==> src/hdl/gehr_pkg.sv <==
// Shared constants, codes and control structs of the extremum hop radius engine.
`timescale 1ns / 1ps
package gehr_pkg;

  // Graph storage geometry and widths (NV and ND are powers of two).
  localparam int NV    = 1024;
  localparam int VW    = 10;
  localparam int CW    = 11;
  localparam int ND    = 16;
  localparam int DW    = 4;
  localparam int DGW   = 5;
  localparam int VALW  = 32;
  localparam int WTW   = 16;
  localparam int SUMW  = 26;
  localparam int THRW  = 17;
  localparam int HOPW  = 10;
  localparam int RADW  = 11;
  localparam int FRACW = 16;

  // Configuration register indexes.
  localparam logic [1:0] REG_THR   = 2'd0;
  localparam logic [1:0] REG_SEEK  = 2'd1;
  localparam logic [1:0] REG_HOPS  = 2'd2;
  localparam logic [1:0] REG_COUNT = 2'd3;

  typedef enum logic [1:0] {
    MODE_LOAD  = 2'd0,
    MODE_LINK  = 2'd1,
    MODE_QUERY = 2'd2,
    MODE_CLEAR = 2'd3
  } mode_t;

  typedef enum logic [1:0] {
    ST_OK    = 2'd0,
    ST_FULL  = 2'd1,
    ST_RANGE = 2'd2
  } status_t;

  typedef enum logic [1:0] {
    RS_ZERO = 2'd0,
    RS_NEG  = 2'd1,
    RS_LAST = 2'd2
  } res_t;

  // Commands from the controller to the datapath.
  typedef struct packed {
    logic    latch;
    logic    clr_start;
    logic    clr_step;
    logic    load_vertex;
    logic    deg_rd;
    logic    deg_cap;
    logic    nb_add;
    logic    yv_rd;
    logic    yv_cap;
    logic    scan_start;
    logic    scan_step;
    logic    nb_rd;
    logic    nb_cap;
    logic    d_inc;
    logic    vw_rd;
    logic    visit;
    logic    bfs_init;
    logic    lvl_start;
    logic    q_rd;
    logic    q_cap;
    logic    lvl_end;
    logic    lvl_accept;
    logic    res_set;
    status_t res_status;
    res_t    res_sel;
    logic    out_load;
  } cmd_t;

  // Status from the datapath to the controller.
  typedef struct packed {
    mode_t mode;
    logic  idx_bad;
    logic  deg_full;
    logic  clr_last;
    logic  scan_last;
    logic  is_ext;
    logic  d_end;
    logic  nb_bad;
    logic  worse;
    logic  visited;
    logic  lvl_stop;
    logic  i_end;
    logic  tot_zero;
    logic  share_ok;
    logic  out_free;
  } sts_t;

endpackage

==> src/hdl/gehr_ctrl.sv <==
// Controller state machine that sequences loads, links, clearing passes and queries.
`timescale 1ns / 1ps
module gehr_ctrl import gehr_pkg::*; (
  input  logic clk,
  input  logic rst_n,
  input  logic in_tvalid,
  output logic in_tready,
  input  sts_t sts,
  output cmd_t cmd
);

  typedef enum logic [18:0] {
    S_CLR   = 19'h00001,
    S_IDLE  = 19'h00002,
    S_EXEC  = 19'h00004,
    S_ADDW  = 19'h00008,
    S_ADD   = 19'h00010,
    S_YV    = 19'h00020,
    S_SCAN  = 19'h00040,
    S_SCANE = 19'h00080,
    S_EXT   = 19'h00100,
    S_DEGW  = 19'h00200,
    S_NB    = 19'h00400,
    S_NBW   = 19'h00800,
    S_CHK   = 19'h01000,
    S_VW    = 19'h02000,
    S_LVL   = 19'h04000,
    S_QRD   = 19'h08000,
    S_QW    = 19'h10000,
    S_DRD   = 19'h20000,
    S_OUT   = 19'h40000
  } state_t;

  state_t state_r, state_nxt;
  logic   item_r, item_nxt;   // clearing pass was requested by an item
  logic   bfs_r, bfs_nxt;     // edge loop runs the walk, not the neighbor test
  logic   cmp_r, cmp_nxt;     // level product registered, compare pending

  assign in_tready = (state_r == S_IDLE);

  // Next state and command decode.
  always_comb begin
    state_nxt = state_r;
    item_nxt  = item_r;
    bfs_nxt   = bfs_r;
    cmp_nxt   = 1'b0;
    cmd       = '0;
    unique case (state_r)
      S_CLR: begin
        cmd.clr_step = 1'b1;
        if (sts.clr_last) begin
          if (item_r) begin
            cmd.res_set = 1'b1;
            state_nxt   = S_OUT;
          end else begin
            state_nxt = S_IDLE;
          end
        end
      end
      S_IDLE: begin
        if (in_tvalid) begin
          cmd.latch = 1'b1;
          state_nxt = S_EXEC;
        end
      end
      S_EXEC: begin
        if (sts.mode == MODE_CLEAR) begin
          cmd.clr_start = 1'b1;
          item_nxt      = 1'b1;
          state_nxt     = S_CLR;
        end else if (sts.idx_bad) begin
          cmd.res_set    = 1'b1;
          cmd.res_status = ST_RANGE;
          state_nxt      = S_OUT;
        end else if (sts.mode == MODE_LOAD) begin
          cmd.load_vertex = 1'b1;
          cmd.res_set     = 1'b1;
          state_nxt       = S_OUT;
        end else if (sts.mode == MODE_LINK) begin
          cmd.deg_rd = 1'b1;
          state_nxt  = S_ADDW;
        end else begin
          cmd.yv_rd = 1'b1;
          state_nxt = S_YV;
        end
      end
      S_ADDW: begin
        cmd.deg_cap = 1'b1;
        state_nxt   = S_ADD;
      end
      S_ADD: begin
        cmd.res_set = 1'b1;
        if (sts.deg_full) begin
          cmd.res_status = ST_FULL;
        end else begin
          cmd.nb_add = 1'b1;
        end
        state_nxt = S_OUT;
      end
      S_YV: begin
        cmd.yv_cap     = 1'b1;
        cmd.scan_start = 1'b1;
        state_nxt      = S_SCAN;
      end
      S_SCAN: begin
        cmd.scan_step = 1'b1;
        if (sts.scan_last) begin
          state_nxt = S_SCANE;
        end
      end
      S_SCANE: begin
        state_nxt = S_EXT;
      end
      S_EXT: begin
        if (sts.is_ext) begin
          cmd.res_set = 1'b1;
          cmd.res_sel = RS_NEG;
          state_nxt   = S_OUT;
        end else begin
          cmd.deg_rd = 1'b1;
          bfs_nxt    = 1'b0;
          state_nxt  = S_DEGW;
        end
      end
      S_DEGW: begin
        cmd.deg_cap = 1'b1;
        state_nxt   = S_NB;
      end
      S_NB: begin
        if (sts.d_end) begin
          if (!bfs_r) begin
            cmd.bfs_init = 1'b1;
            bfs_nxt      = 1'b1;
            state_nxt    = S_LVL;
          end else begin
            state_nxt = S_QRD;
          end
        end else begin
          cmd.nb_rd = 1'b1;
          state_nxt = S_NBW;
        end
      end
      S_NBW: begin
        cmd.nb_cap = 1'b1;
        state_nxt  = S_CHK;
      end
      S_CHK: begin
        if (sts.nb_bad) begin
          cmd.d_inc = 1'b1;
          state_nxt = S_NB;
        end else begin
          cmd.vw_rd = 1'b1;
          state_nxt = S_VW;
        end
      end
      S_VW: begin
        if (!bfs_r && !sts.worse) begin
          cmd.res_set = 1'b1;
          state_nxt   = S_OUT;
        end else begin
          cmd.visit = bfs_r && !sts.visited;
          cmd.d_inc = 1'b1;
          state_nxt = S_NB;
        end
      end
      S_LVL: begin
        if (cmp_r) begin
          // Level finished: stop on empty total or a share below threshold.
          if (sts.tot_zero || !sts.share_ok) begin
            cmd.res_set = 1'b1;
            cmd.res_sel = RS_LAST;
            state_nxt   = S_OUT;
          end else begin
            cmd.lvl_accept = 1'b1;
          end
        end else if (sts.lvl_stop) begin
          cmd.res_set = 1'b1;
          cmd.res_sel = RS_LAST;
          state_nxt   = S_OUT;
        end else begin
          cmd.lvl_start = 1'b1;
          state_nxt     = S_QRD;
        end
      end
      S_QRD: begin
        if (sts.i_end) begin
          cmd.lvl_end = 1'b1;
          cmp_nxt     = 1'b1;
          state_nxt   = S_LVL;
        end else begin
          cmd.q_rd  = 1'b1;
          state_nxt = S_QW;
        end
      end
      S_QW: begin
        cmd.q_cap = 1'b1;
        state_nxt = S_DRD;
      end
      S_DRD: begin
        cmd.deg_rd = 1'b1;
        state_nxt  = S_DEGW;
      end
      S_OUT: begin
        if (sts.out_free) begin
          cmd.out_load = 1'b1;
          state_nxt    = S_IDLE;
        end
      end
      default: begin
        state_nxt = S_IDLE;
      end
    endcase
  end

  // State registers; reset starts the degree clearing pass.
  always_ff @(posedge clk) begin
    if (!rst_n) begin
      state_r <= S_CLR;
      item_r  <= 1'b0;
      bfs_r   <= 1'b0;
      cmp_r   <= 1'b0;
    end else begin
      state_r <= state_nxt;
      item_r  <= item_nxt;
      bfs_r   <= bfs_nxt;
      cmp_r   <= cmp_nxt;
    end
  end

endmodule

==> config.mk <==
export PLATFORM = sky130hd
export DESIGN_NAME = gehr_ctrl
export DESIGN_NICKNAME = d
export VERILOG_FILES = /design/src/hdl/gehr_pkg.sv /design/src/hdl/gehr_ctrl.sv
export SDC_FILE = /design/constraint.sdc
export NUM_CORES = 1
export LEC_CHECK = 0
export BUFFER_PORTS_ARGS = -buffer_cell sky130_fd_sc_hd__buf_2
export CAP_MARGIN = 20
export CORE_MARGIN = 2
export CORE_UTILIZATION = 42
export DETAILED_ROUTE_END_ITERATION = 12
export HOLD_SLACK_MARGIN = 0.02
export PLACE_DENSITY = 0.81
export SLEW_MARGIN = 20
export SYNTH_ARGS = -nofsm -noshare
export SYNTH_HDL_FRONTEND = slang
export SYNTH_SLANG_ARGS = --single-unit
==> constraint.sdc <==
create_clock -name clk -period 1.92 [get_ports clk]
set_clock_uncertainty 0.05 [all_clocks]
set_input_delay 0.192 -clock clk [delete_from_list [all_inputs] [get_ports clk]]
set_output_delay 0.192 -clock clk [all_outputs]
set_load 0.01 [all_outputs]
### Word-level counts from Yosys, hierarchy flattened

Index checks and enable logic that the tools add are counted.

| cells by class | value |
|---|---|
| equality and inequality tests | 28 |
| mux-type cells | 89 |
| reduce and logical (&&, ||, !) cells | 13 |

Operator list:

| cell | number |
|---|---|
| $pmux 19 s19 | 1 |
| $mux 19 | 13 |
| $mux 1 | 56 |
| $mux 16 | 2 |
| $eq 19x1->1 const B | 1 |
| $eq 19x10->1 const B | 1 |
| $eq 19x11->1 const B | 1 |
| $eq 19x12->1 const B | 1 |
| $eq 19x13->1 const B | 1 |
| $eq 19x14->1 const B | 1 |
| $eq 19x15->1 const B | 1 |
| $eq 19x16->1 const B | 1 |
| $eq 19x17->1 const B | 1 |
| $eq 19x18->1 const B | 1 |
| $eq 19x19->1 const B | 1 |
| $eq 19x2->1 const B | 1 |
| $eq 19x3->1 const B | 1 |
| $eq 19x4->1 const B | 1 |
| $eq 19x5->1 const B | 1 |
| $eq 19x6->1 const B | 1 |
| $eq 19x7->1 const B | 1 |
| $eq 19x8->1 const B | 1 |
| $eq 19x9->1 const B | 1 |
| $mux 17 | 1 |
| 21 further kinds | 38 |

| word-level totals | value |
|---|---|
| flip-flop bits (word level) | 22 |
| input port bits | 19 |
| output and inout bits | 29 |
| logic and storage cells | 134 |

### Logic depth before layout (Yosys ltp)

| logic depth | value |
|---|---|
| word-level depth | 6 |
| mapped depth | 7 |
| depth with buffers taken out | 6 |

### Worst setup path before layout

OpenSTA, ideal clock, no wires.

| path | value |
|---|---|
| kind | reg-to-output |
| start point | register state_r[15] |
| end point | output cmd[23] (netlist name) |
| arrival | 1.894 ns |
| setup slack | -0.216 ns |
| stages on the path, launching flop included | 8 |
| path buffers | 1 |
| cells stage by stage | dfxtp_1 buf_2 nor4_4 nand4_1 nor3_2 nand3b_2 or4b_1 nand2_1 |

RTL lines:

| what | RTL line | RTL |
|---|---|---|
| start: declaration | gehr_ctrl.sv:34 | `state_t state_r, state_nxt;` |
| start signal: assignment | gehr_ctrl.sv:223 | `state_r <= state_nxt;` |
| end: declaration | gehr_ctrl.sv:9 | `output cmd_t cmd` |

==> flow_summary_export.csv <==
group,metric,value,unit
power_and_ir_drop,powerDensity,409,mW/mm²
timing,finalCriticalPeriod,2790,ps
global_route,first_global_vias,2055,
cts,htree_levels,1,
timing,setup_ws,-869,ps
global_route,grt_max_degree,15,
logic_synthesis,synth_edf_count,0,
finish,multi_input_area,0.00139,mm²
timing,grt_setup_unrepaired,"true",
logic_synthesis,synthFlopType,"dfxtp_1",
finish,fillers,89,
worst_hold_path,hold_path_class,"primary input to flop",
run,maxCapViolCount,0,
critical_path,slowest_delay,510,ps
die,core_region_area,0.00328,mm²
logic_synthesis,synth_cell_types,47,
logic_synthesis,syn_nets,183,
critical_path,critical_path_class,"flop to output pin",
die,die_h,62.1,µm
logic_synthesis,async_reset_ff_share,0,%
power_and_ir_drop,ir_drop,365,µV
route,drtAntennaViolNets,0,
critical_path,worstPathCellList,"nor4_4 -> nand4_1 -> nor3_4 -> nand3b_4 -> or4b_4 -> nand2_1 -> buf_2",
cts,insertion_delay,350,ps
critical_path,cp.required,1680,ps
logic_synthesis,yosysWarnings,0,
cts,clk_pin_slew,140,ps
route,drc,0,
timing,worst_pin_slew,518,ps
route,viasPerCell,6.48,
outcome,status,"finished with violations",
cts,cts_inserted_buffers,3,
finish,seqCellArea,450,µm²
global_route,grt_pass1_wl,9620,µm
critical_path,start_kind,"flop",
place,dp_slack,-276,ps
place,place.gp.congestion,0.843,
timing,relSlewSlack,65.0,%
route,wl,9000,µm
logic_synthesis,synth_area,0.00142,mm²
timing,max_freq,359,MHz
timing,slew_viol_final,0,
critical_path,slowest_stage,"or4b_4",
logic_synthesis,avgSynthCellArea,8.64,µm²
timing,fin_crit_sh,145,%
logic_synthesis,synth-seq-cells,22,
power_and_ir_drop,p_leak,0.00141,µW
die,die-area,0.00386,mm²
route,routedWlPerCell,25.4,µm
outcome,violations,"setup timing",
critical_path,worstPathMaxFanout,4,
cts,cts_tree,"yes",
finish,syn_to_final_growth,119,%
global_route,grt_antenna_before_repair,0,
place,port_buffers,47,
critical_path,arrival,2550,ps
finish,design_area,0.00311,mm²
place,place_hpwl,3390,µm
die,initial_core_util,43.2,%
die,die_x,62.1,µm
finish,final_layout_size_suffix_gt1_share,73.1,%
global_route,overflow,0,
logic_synthesis,yosys.area.top_type,"dfxtp_1",
power_and_ir_drop,total_power,1270,µW
cts,cts-root-buf,"clkbuf_4",
die,io_pins,48,
finish,antenna_cells,0,
finish,fin_nets,329,
critical_path,worstSetupEndpointType,"output pin",
global_route,grtUsageTotal,35.0,%
timing,hold_viol_final,0,
route,vias,2300,
route,first_pass_iters,5,
place,dpl-instance-area,0.00213,mm²
die,num_rows,21,
timing,hold_slack,41.4,ps
timing,setup_viol,51,
route,drt-initial-drc-count,212,
cts,clkSinkCount,22,
cts,cts_buffer_depth,2,
logic_synthesis,netlist_instances,164,
logic_synthesis,synth-seq-area-share,31.1,%
logic_synthesis,yosys.area.top_type_share,31.1,%
logic_synthesis,synth_area_leaders,"dfxtp_1, nor4_4, nor2_1, nor4_1, nor3_1",
==> cells by family (layout without fill, tap and decap cells) <==
| group | count (synthesis) | in the layout | synth area share (%) |
|---|---|---|---|
| xor+xnor | 5 | 5 | 3.09 |
| flops | 22 | 22 | 31.1 |
| buf+inv | 12 | 156 | 3.88 |
| compound gates | 23 | 23 | 11.6 |
| simple gates | 102 | 103 | 50.4 |
==> timing repair <==
action | 4_1_cts | 5_1_grt
gates cloned | 1 | 0
endpoints found under the setup margin | 46 | 51
hold buffers | 1 | 0
hold endpoints to repair | 1 | 0
pin swaps | 20 | 25
buffers inserted | 33 | 20
gates resized for setup | 73 | 56
==> path summary, 6_finish.rpt <==
check,startpoint,end,slack (ps),cells after the start
worst min register to register,item_r,item_r,500,1
worst max-delay path,state_r[4],cmd[23],-870,7
worst min-delay path,sts[3],state_r[16],40,2
worst max register to register,state_r[4],state_r[1],-570,10
==> state kept, by name (all words and copies together), names as in the netlist <==
register / cells
cmp_r: 1
item_r: 1
state_r: 19
bfs_r: 1
==> area by class of cell <==
type	count	share of cell area [%]
well taps	46	1.85
flip-flops and latches	22	14.5
repair buffers	145	37.0
clock buffers	4	1.17
inverters	7	0.845
multi-input cells	131	44.7
==> Yosys cell counts, types with 2 or more instances <==
master     n
nor4_4     4
nand3b_1   4
nor4b_2    2
xor2_1     5
a211oi_1   2
nor3b_1    3
o221ai_1   2
a31oi_1    2
or4_1      3
buf_4      2
and2_1     3
a21oi_1    2
nand4_1    4
nor3_2     2
nor2b_1    5
nor4b_1    5
o21ai_0    3
and4_1     4
o21a_1     5
nand2_1   10
nor2_1    18
dfxtp_1   22
nor3_1     9
nor4_1     9
nand2b_1   6
inv_1      7
==> metal layers <==
metal / share of wire, % / vias up / wire [µm] / GRT usage (%)
met5: 0 / - / 0 / 0
met4: 9.2 / 0 / 827 / 27.7
met3: 10 / 87 / 923 / 6.42
met2: 47 / 245 / 4230 / 60.0
met1: 34 / 1055 / 3020 / 37.3
li1: - / 913 / - / -
==> per-stage QoR <==
stage | cells | util [%] | TNS, ps
floorplan | 164 | - | -1090
global placement | 306 | 64.9 | -2820
finish | 355 | 94.7 | -27560
global route | 355 | 94.7 | -33730
detailed placement | 306 | 64.9 | -4000
CTS | 343 | 84.9 | -15110
==> cell usage in the layout (no fill, tap or decap), drive strengths merged, types with 2 or more instances in the layout <==
master / netlist / routed
inv: 7 / 7
nand3b: 5 / 5
dfxtp: 22 / 22
and2: 3 / 3
o21ai: 3 / 3
nor4b: 7 / 7
xor2: 5 / 5
nor3: 11 / 11
nor4: 13 / 13
nand2: 10 / 10
a31oi: 2 / 2
o21a: 5 / 5
nand2b: 6 / 6
nor2: 19 / 19
nand3: 1 / 2
nor2b: 5 / 5
or4: 3 / 3
clkbuf: 2 / 4
a21oi: 2 / 2
buf: 3 / 144
a211oi: 2 / 2
o221ai: 2 / 2
nor3b: 3 / 3
and4: 4 / 4
nand4: 5 / 5
==> where the power goes <==
part | total (µW) | switching (µW) | internal (µW)
Sequential | 476 | 10.8 | 465
Combinational | 509 | 270 | 239
Clock | 288 | 172 | 117
Total | 1270 | 452 | 821
==> worst max-delay path: cells and delay by family (launching register included) <==
family | cells | cell delay [ps]
buffers and inverters | 1 | 140
AND/OR/NAND/NOR | 6 | 1710
flip-flops | 1 | 360
Power figures use the tool's default switching activity.
